==> config.mk <==
export PLATFORM = sky130hd
export DESIGN_NAME = vtffa_ctrl
export DESIGN_NICKNAME = d
export VERILOG_FILES = /design/src/sv/vtffa_pkg.sv /design/src/sv/vtffa_ctrl.sv
export SDC_FILE = /design/constraint.sdc
export NUM_CORES = 1
export LEC_CHECK = 0
export ABC_AREA = 1
export BUFFER_PORTS_ARGS = -buffer_cell sky130_fd_sc_hd__buf_4
export CAP_MARGIN = 20
export CORE_AREA = 2 2 39 41
export DETAILED_ROUTE_END_ITERATION = 16
export DIE_AREA = 0 0 41 43
export MAX_ROUTING_LAYER = met4
export PLACE_DENSITY = 0.36
export SETUP_SLACK_MARGIN = 0.1
export SLEW_MARGIN = 20
export SYNTH_ARGS = -nofsm -noshare
export SYNTH_HDL_FRONTEND = slang
export SYNTH_SLANG_ARGS = --single-unit
==> constraint.sdc <==
create_clock -name clk -period 1.3 [get_ports clk]
set_clock_uncertainty 0.15 [all_clocks]
set_input_delay 0.39 -clock clk [delete_from_list [all_inputs] [get_ports clk]]
set_output_delay 0.39 -clock clk [all_outputs]
set_load 0.01 [all_outputs]
==> src/sv/vtffa_pkg.sv <==
// ----------------------------------------------------------------------------
// vtffa_pkg
// Shared types, command codes and a helper function for the vehicle type allocator.
// ----------------------------------------------------------------------------
package vtffa_pkg;

  // Field widths fixed by the request format
  localparam int CMD_W     = 3;
  localparam int TYPE_W    = 3;
  localparam int SITE_W    = 10;
  localparam int CAP_W     = 20;
  localparam int CNT_IN_W  = 16;
  localparam int MASK_W    = 8;
  localparam int LOAD_W    = 28;
  localparam int FRAC_BITS = 8;

  // Parameter defaults
  localparam int DEF_NUM_TYPES  = 8;
  localparam int DEF_NUM_SITES  = 1024;
  localparam int DEF_COUNT_BITS = 16;

  // Command codes
  localparam logic [CMD_W-1:0] CMD_LOAD_TYPE = 3'd0;
  localparam logic [CMD_W-1:0] CMD_LOAD_MASK = 3'd1;
  localparam logic [CMD_W-1:0] CMD_RELEASE   = 3'd2;
  localparam logic [CMD_W-1:0] CMD_RESERVE   = 3'd3;
  localparam logic [CMD_W-1:0] CMD_QUERY     = 3'd4;

  typedef struct packed {
    logic [CMD_W-1:0]    command;
    logic [TYPE_W-1:0]   type_index;
    logic [SITE_W-1:0]   site_index;
    logic [CAP_W-1:0]    capacity_value;
    logic [CNT_IN_W-1:0] count_value;
    logic [MASK_W-1:0]   forbid_mask;
    logic [LOAD_W-1:0]   load_needed;
    logic                soft_limit;
    logic                last_site;
  } in_item_t;

  typedef struct packed {
    logic              status;
    logic              found;
    logic [TYPE_W-1:0] chosen_type;
  } out_item_t;

  // Controller to datapath
  typedef struct packed {
    logic clr_en;  // write one zero entry of the site mask memory
    logic load;    // capture a request and start its mask read
    logic exec;    // carry out the held request and load the result
  } ctrl_cmd_t;

  // Datapath to controller
  typedef struct packed {
    logic clr_done;
  } dp_stat_t;

  typedef struct packed {
    logic              found;
    logic [TYPE_W-1:0] index;
  } pick_t;

  // Lowest set bit of a type vector
  function automatic pick_t first_set(input logic [MASK_W-1:0] v);
    pick_t p;
    p.found = 1'b0;
    p.index = '0;
    for (int i = MASK_W - 1; i >= 0; i--) begin
      if (v[i]) begin
        p.found = 1'b1;
        p.index = TYPE_W'(i);
      end
    end
    return p;
  endfunction

endpackage

==> src/sv/vtffa_ctrl.sv <==
// ----------------------------------------------------------------------------
// vtffa_ctrl
// Request sequencer: clearing pass, accept, execute, output handshake.
// ----------------------------------------------------------------------------
module vtffa_ctrl (
  input  logic                 clk,
  input  logic                 rst_n,
  input  logic                 in_valid,
  output logic                 in_ready,
  output logic                 out_valid,
  input  logic                 out_ready,
  output vtffa_pkg::ctrl_cmd_t cmd,
  input  vtffa_pkg::dp_stat_t  stat
);
  import vtffa_pkg::*;

  typedef enum logic [1:0] {
    S_CLEAR,
    S_IDLE,
    S_EXEC
  } state_t;

  state_t state_r, state_nxt;
  logic   out_valid_r, out_valid_nxt;
  logic   go;
  logic   accept;

  // Result register free, or being emptied this cycle
  assign go       = !out_valid_r || out_ready;
  assign in_ready = (state_r == S_IDLE) || ((state_r == S_EXEC) && go);
  assign accept   = in_valid && in_ready;
  assign out_valid = out_valid_r;

  always_comb begin
    cmd.clr_en = (state_r == S_CLEAR);
    cmd.load   = accept;
    cmd.exec   = (state_r == S_EXEC) && go;
  end

  always_comb begin
    state_nxt = state_r;
    case (state_r)
      S_CLEAR: begin
        if (stat.clr_done) state_nxt = S_IDLE;
      end
      S_IDLE: begin
        if (accept) state_nxt = S_EXEC;
      end
      S_EXEC: begin
        if (go && !accept) state_nxt = S_IDLE;
      end
      default: state_nxt = S_CLEAR;
    endcase
  end

  always_comb begin
    if (cmd.exec) begin
      out_valid_nxt = 1'b1;
    end else if (out_ready) begin
      out_valid_nxt = 1'b0;
    end else begin
      out_valid_nxt = out_valid_r;
    end
  end

  always_ff @(posedge clk) begin
    if (!rst_n) begin
      state_r     <= S_CLEAR;
      out_valid_r <= 1'b0;
    end else begin
      state_r     <= state_nxt;
      out_valid_r <= out_valid_nxt;
    end
  end

endmodule

==> run summary <==
Status: finished with violations
Violated checks: setup timing
TritonCTS clock tree: done
Dpl cell area: 317.8 sq um
Hpwl dp: 357 microns
Pwr/cell area: 1006 nW/um^2
Critical path class: reg2out
Worst path slowest cell: dfxtp_2
Clk_lat worst skew: 0.23 ns
Total gr overflow: 0
Vias/cell: 3.333
CP Launch Type: register
Ant. Diodes: 0
Final hold violation count: 0
Synth Net Count: 35
Die width: 41 microns
Worst vdd ir: 0.0006017 V
Placer's final routability congestion estimate: 0.6715
Router iterations before antenna repair: 1
Final min period: 1.540 ns
Die Area: 1763 sq um
Worst-margin pin slew: 0.1493 ns
Flops & latches, synth: 3
Initial Util: 13.29%
Tcrit/Tclk final: 118.5%
Placed Cells: 59
Worst-path cell chain: inv_2 -> nand2_2 -> inv_2 -> nand2_2 -> a21oi_2 -> buf_4
Pleak: 0.0002103 uW
DR DRC count: 0
CP Capture Type: primary output
Ratio of cells with drive above 1 in the final layout: 68.09%
Worst setup margin: -0.2405 ns
Hold Path Class: in2reg
TNS Setup: -0.7717 ns
TritonCTS Buffers: 3
Slew headroom: 89.94%
# rows: 14
Final ANT Viol Nets: 0
Largest stage delay on the critical path: 0.32 ns
Highest-count cells in the layout ignoring fill and taps: 11 x buf_4, 5 x inv_1, 4 x nand2_1, 4 x buf_6
MaxCap Viol Count: 0
Mapped Cells: 30
Pins over their slew limit: 0
Worst Path Buf+Inv: 3
Max FO, Critical Path: 3
Place WS: -0.1292 ns
Yosys top cell area share: 32.65%
Core ar.: 1384 sq um
Clock Sinks: 3
Register area share after synthesis: 32.65%
GRT Overall Usage: 6.160%
First-pass GRT wire length: 634 microns
Via count: 210
Area Overhead vs Synth: 101.4%
Synth unique cells: 11
Clock Path Buffers: 2
Post-synth design cell area: 183.9 sq um
WL/cell: 6.698 microns
Main area contributors after synthesis: dfxtp_1 33%, inv_1 12%, nand2_1 12%
Non-Filler Instances: 63
Vias in the first global route: 171
Clock Pin Slew Worst Setup and Hold Paths: 0.04 ns
Synth area leader: dfxtp_1
Syn avg cell area: 6.131 sq um
# H-tree levels: 1
RSZ-0062 raised after global routing: yes
Root buffer cell: clkbuf_4
I/O Buffers: 9
Initial antenna violation count: 0
Count of final setup violators: 4
Syn. warnings: 0
Most common cell after layout, fill and taps aside: buf_4
Layout Nets: 53
Fmax: 649.1 MHz
Final WL: 422 microns
# Post-CTS Setup Buffers: 0
Critical path's top delay family: flip-flops
Critical Path AT: 1.00 ns
Height of the die: 43 microns
Pwr Total: 372.7 uW
1st-iter DRT viols: 0
Final instance area: 370.4 sq um
Largest net degree at the start of global routing: 4
Required @ worst endpoint: 0.76 ns
Ports: 10
## layout make-up
cell class / count / area, sq um
Multi-Input combinational cell: 16 / 96.34
Timing Repair Buffer: 15 / 127.6
Fill cell: 157 / 1013
Inverter: 9 / 36.28
Clock buffer: 4 / 26.28
Sequential cell: 3 / 63.81
Tap cell: 16 / 20.02
## repair_timing
action | in CTS | in global routing
hold buffers | 0 | 0
pin swaps | 2 | 1
endpoints found under the setup margin | 5 | 5
resized for setup | 7 | 0
## routing by layer
metal,share of wire [%],wire length [microns],vias up,GRT usage (%)
met5,0,0,-,-
met4,0,0,0,4.000
met3,9.7,41,0,6.283
met2,44,185,8,6.250
met1,46,194,83,7.029
li1,-,-,119,-
## worst register-to-register path, delay by kind of cell (launching register included)
family	cells	cell delay (ns)
compound gates	1	0.16
buf+inv	1	0.14
flops	1	0.32
simple gates	2	0.18
## power by group
part           switching, uW  total (uW)  internal (uW)
registers               5.74         106            100
clock network           50.7         166            115
logic                   43.4         101           57.7
total                   99.9         373            273
## kinds of logic (layout without fill, tap and decap cells)
family,Yosys count,in the layout,synth area share [%]
AOI/OAI and AO/OA,4,4,10.88
buffers and inverters,11,28,26.53
DFF,3,3,32.65
and+or+nand+nor,12,12,29.93
## synthesized netlist by cell type
library cell / n
a21oi_1: 3
buf_4: 2
dfxtp_1: 3
inv_1: 6
inv_2: 3
nand2_1: 6
nand2_2: 2
nand3_1: 2
nor2_1: 1
nor2_2: 1
o21ai_0: 1
## flip-flops by register name (all words and copies together), names as in the netlist
register   cells
state_r        2
out_valid      1
## path summary, 6_finish.rpt
path / from / endpoint / slack (ns) / cells past startpoint
hold reg to reg: state_r[1] / out_valid / 0.34 / 2
setup / recovery: state_r[0] / cmd[1] / -0.24 / 6
hold / removal: rst_n / state_r[1] / 0.26 / 3
setup reg to reg: state_r[1] / state_r[0] / 0.28 / 4
## metrics by stage
step,hold WS [ns],utilization (%)
after detailed placement,0.3449,22.97
final,0.2638,26.76
after floorplan,0.3268,-
after global placement,0.3458,22.97
after CTS,0.2611,26.76
after global routing,0.2743,26.76
No activity file was read; power rests on OpenSTA's default activity.
